### config.mk
export PLATFORM = sky130hd
export DESIGN_NAME = ialu_queue
export DESIGN_NICKNAME = d
export VERILOG_FILES = /design/src/design/ialu_pkg.sv /design/src/design/ialu_queue.sv
export SDC_FILE = /design/constraint.sdc
export NUM_CORES = 1
export LEC_CHECK = 0
export ABC_CLOCK_PERIOD_IN_PS = 2300
export BUFFER_PORTS_ARGS = -buffer_cell sky130_fd_sc_hd__buf_2
export CORE_UTILIZATION = 35
export DETAILED_ROUTE_END_ITERATION = 7
export SETUP_SLACK_MARGIN = 0.2
export SYNTH_ARGS = -nofsm -noshare
export SYNTH_HDL_FRONTEND = slang
export SYNTH_SLANG_ARGS = --single-unit
### constraint.sdc
create_clock -name i_clk -period 2.3 [get_ports i_clk]
set_input_delay 0.345 -clock i_clk [delete_from_list [all_inputs] [get_ports i_clk]]
set_output_delay 0.345 -clock i_clk [all_outputs]
set_load 0.02 [all_outputs]
### src/design/ialu_pkg.sv
// package: operation codes, class and packed control types, and default sizes for the integer alu
`timescale 1ns / 1ps
package ialu_pkg;
    localparam int DataWidthDefault = 32;
    localparam int QueueDepthDefault = 4;

    typedef enum logic [3:0] {
        OP_MOV = 4'd0,
        OP_ADD = 4'd1,
        OP_SUB = 4'd2,
        OP_MUL = 4'd3,
        OP_DIV = 4'd4,
        OP_CMP = 4'd5,
        OP_AND = 4'd6,
        OP_OR  = 4'd7,
        OP_XOR = 4'd8,
        OP_SHL = 4'd9,
        OP_SHR = 4'd10,
        OP_SAR = 4'd11,
        OP_LDH = 4'd12,
        OP_LDL = 4'd13
    } t_op;

    // operation class decided by the front end
    typedef enum logic [2:0] {
        CL_NONE  = 3'b000,
        CL_SIMPLE = 3'b001,
        CL_MUL   = 3'b010,
        CL_DIV   = 3'b100
    } t_class;

    typedef struct packed {
        logic   wr;
        logic   fl;
        logic   cmp;
        logic   dz;
        t_class cls;
    } t_ctl;
endpackage

### src/design/ialu_queue.sv
// short queue between the front end and the execution back end
`timescale 1ns / 1ps
module ialu_queue #(
    parameter int WIDTH = 8,
    parameter int DEPTH = ialu_pkg::QueueDepthDefault
) (
    input  logic             i_clk,
    input  logic             i_rst_n,
    input  logic             i_valid,
    output logic             o_ready,
    input  logic [WIDTH-1:0] i_data,
    output logic             o_valid,
    input  logic             i_ready,
    output logic [WIDTH-1:0] o_data
);
    localparam int AW = (DEPTH > 1) ? $clog2(DEPTH) : 1;

    logic [WIDTH-1:0] r_mem [DEPTH];
    logic [AW-1:0]    r_wp, r_rp;
    logic [AW:0]      r_cnt;
    logic             push, pop;

    assign o_ready = r_cnt < (AW+1)'(DEPTH);
    assign o_valid = r_cnt != '0;
    assign push    = i_valid && o_ready;
    assign pop     = o_valid && i_ready;
    assign o_data  = r_mem[r_rp];

    always_ff @(posedge i_clk) begin
        if (!i_rst_n) begin
            r_wp  <= '0;
            r_rp  <= '0;
            r_cnt <= '0;
        end else begin
            if (push) r_wp <= (r_wp == AW'(DEPTH - 1)) ? '0 : r_wp + 1'b1;
            if (pop)  r_rp <= (r_rp == AW'(DEPTH - 1)) ? '0 : r_rp + 1'b1;
            r_cnt <= r_cnt + (AW+1)'(push) - (AW+1)'(pop);
        end
        if (push) r_mem[r_wp] <= i_data;
    end
endmodule

==> impl_metrics.json <==
{
  "grt_start_max_net_pins": 14,
  "irDropWorstVdd_mv": 0.5832,
  "track_usage_pct": 11.92,
  "drtAntennaViolNets": 0,
  "period_needed_ps": 2064,
  "grt_pass1_wl_microns": 4250,
  "gr-usage-met3_pct": 3.896,
  "setup_ws_ps": 235.7,
  "hp-start": "i_data[4]",
  "post-place-ws_ps": 191.9,
  "crit_path_end_kind": "flop",
  "hp-class": "in2reg",
  "yosysWarningCount": 0,
  "dpl.hpwl_microns": 1729,
  "met2_usage_pct": 19.68,
  "ys.flop_type": "edfxtp_1",
  "boundaryPins": 22,
  "power_density_nw_per_um2": 1039,
  "hold_violations": 0,
  "syn_inst": 92,
  "syn_nets": 112,
  "maxSlewHeadroom_pct": 70.59,
  "reg2reg_setup_slack_ps": 240,
  "grt_most_used_layer": "met2",
  "vias": 842,
  "firstDrtPassIters": 3,
  "netlist_top_cells_area": "edfxtp_1 59%, dfxtp_1 11%, mux4_2 11%, ha_1 5.4%, and2_1 2.7%",
  "syn-cell-area_sq_um": 1634,
  "synth_top_cell_by_area": "edfxtp_1",
  "die_area_sq_um": 4946,
  "worstHoldEndpoint": "r_mem[0][4]",
  "htreeDepth": 2,
  "vias_per_cell": 4.757,
  "path_max_fanout": 4,
  "fin_tns_setup_ps": 0,
  "routed_wl_microns": 2659,
  "crit_chain": "o31ai_4 > inv_1 > ha_1 > inv_1 > ha_1 > fa_2 > xnor2_2 > xnor2_1 > and2_1",
  "gr-total-overflow": 0,
  "clk_latency_ps": 290,
  "fmax_mhz": 484.4,
  "first_global_vias": 907,
  "clockBufferDepth": 2,
  "rr_worst_depth": 9,
  "clk_pin_slew_worst_paths_ps": 80,
  "ys_async_sr_fraction_pct": 0,
  "instances_no_fill": 177,
  "finalWeightedCongestion": 0.6614,
  "timing.rr.end": "r_cnt[2]",
  "cts_root_buffer": "clkbuf_8",
  "die_h_microns": 70.33,
  "fin_area_sq_um": 1943,
  "synth-edff-count": 32,
  "status": "complete, no violations",
  "worstMarginPinSlew_ps": 441.2,
  "rsz0062_at_grt": "true",
  "syn_to_final_growth_pct": 18.91,
  "place_inst": 165,
  "wl_per_cell_microns": 15.02,
  "yosysSeqAreaShare_pct": 69.83,
  "drt_iter0_drc": 41,
  "max_cap_violations": 0,
  "clkSinkCount": 41,
  "port_buffers": 21,
  "placed_cell_area_sq_um": 1805,
  "final_util_pct": 44.02,
  "required_ps": 2480,
  "grt_antenna_before_repair": 0,
  "avgSynthCellArea_sq_um": 17.76,
  "leakagePower_nw": 0.7251,
  "worstPathArrival_ps": 2250,
  "hold_depth": 1,
  "drv_slew": 0,
  "skew_ps": 4.007,
  "cts_made_buffers": 5,
  "start_util_pct": 37.02,
  "startpoint_type": "flop",
  "fin_crit_sh_pct": 89.75,
  "r2r_start": "r_cnt[1]",
  "antenna_cells": 0,
  "synth_top_area_share_pct": 58.81,
  "ys_ff_latch": 41,
  "cpMaxStageDelayCell": "dfxtp_2",
  "global_route.usage.met1_pct": 13.51,
  "ys_types": 19,
  "row_count": 24,
  "fp.dieW_microns": 70.33,
  "cts_tree": "built",
  "synth_commonest_cells": "32 x edfxtp_1, 9 x dfxtp_1, 8 x inv_1, 8 x mux4_2",
  "drc": 0,
  "nets": 144,
  "nFillCells": 395,
  "yosysMostFrequentCell": "edfxtp_1",
  "crit_type": "reg2reg",
  "coreArea_sq_um": 4414,
  "drive_gt1_share_pct": 38.40,
  "critPathMaxStageDelay_ps": 360,
  "setup_viol": 0
}
==> critical path, delay by kind of cell, from the launching register on <==
kind / cells / cell delay (ps)
simple gates: 1 / 160
xor+xnor: 2 / 270
fa+ha+maj: 3 / 810
buf+inv: 2 / 110
compound gates: 1 / 240
flops: 1 / 360
==> how the worst max path moves through the flow <==
stage / startpoint / to / cells after the start
global route: r_cnt[0] / r_cnt[2] / 9
CTS: r_cnt[0] / r_cnt[2] / 9
detailed placement: r_cnt[2] / r_cnt[2] / 9
global placement: i_valid / r_cnt[2] / 10
finish: r_cnt[1] / r_cnt[2] / 9
floorplan: r_cnt[2] / r_cnt[2] / 9
==> cell type report <==
| class | instances | area [sq um] | area share [%] |
|---|---|---|---|
| multi-input cells | 40 | 460.4 | 23.70 |
| flip-flops and latches | 41 | 1144 | 58.85 |
| clock buffers | 5 | 68.82 | 3.542 |
| clock inverters | 3 | 17.52 | 0.9015 |
| well taps | 52 | 65.06 | 3.348 |
| inverters | 8 | 30.03 | 1.545 |
| repair buffers | 28 | 157.7 | 8.113 |
==> per-layer routing <==
metal / up-vias / wire, microns
met5: - / 0
met4: 0 / 12
met3: 2 / 149
met2: 22 / 1376
met1: 418 / 1121
li1: 400 / -
==> cell usage in the layout (no fill, tap or decap), drive strengths merged <==
cell and n:
buf 28, o21ai 2, edfxtp 32, nand3 2, mux4 8, nand2 2, and2 7, xnor2 2
clkinv 3, mux2i 2, nor2b 3, inv 8, nor2 2, or3 1, dfxtp 9, ha 7
o31ai 1, clkbuf 5, fa 1
==> state kept, by name (all words and copies together) (netlist names), named ones only <==
register,cells
r_rp,2
r_mem,32
r_wp,2
r_cnt,3
==> through the flow <==
| step | power [mW] | hold WS [ps] |
|---|---|---|
| 3_3_place_gp | 1.502 | 494.8 |
| 6_report | 2.019 | 267.4 |
| 2_1_floorplan | 1.363 | 443.9 |
| 5_1_grt | 2.140 | 261.9 |
| 3_5_place_dp | 1.527 | 533.2 |
| 4_1_cts | 2.019 | 258.8 |
==> power by group <==
group	total, mW	switching, mW	internal, mW
clock network	0.452	0.243	0.210
logic	0.606	0.308	0.298
registers	0.962	0.0632	0.898
total	2.02	0.614	1.41
==> kinds of logic (layout without fill, tap and decap cells) <==
kind of cell	count (synthesis)	count (layout)	share of synthesized area, %
adder cells (fa/ha/maj)	8	8	6.585
AO/OA/AOI/OAI	3	3	1.378
XOR/XNOR	2	2	1.072
AND/OR/NAND/NOR	17	17	5.743
flip-flops	41	41	69.83
multiplexers	10	10	12.25
buffers and inverters	11	44	3.139
==> what timing repair did <==
item,4_1_cts,5_1_grt
pin swaps,2,0
gates resized for setup,3,2
setup endpoints to repair,1,1
setup buffers,4,0
hold buffers,0,0
Power figures use the tool's default switching activity.
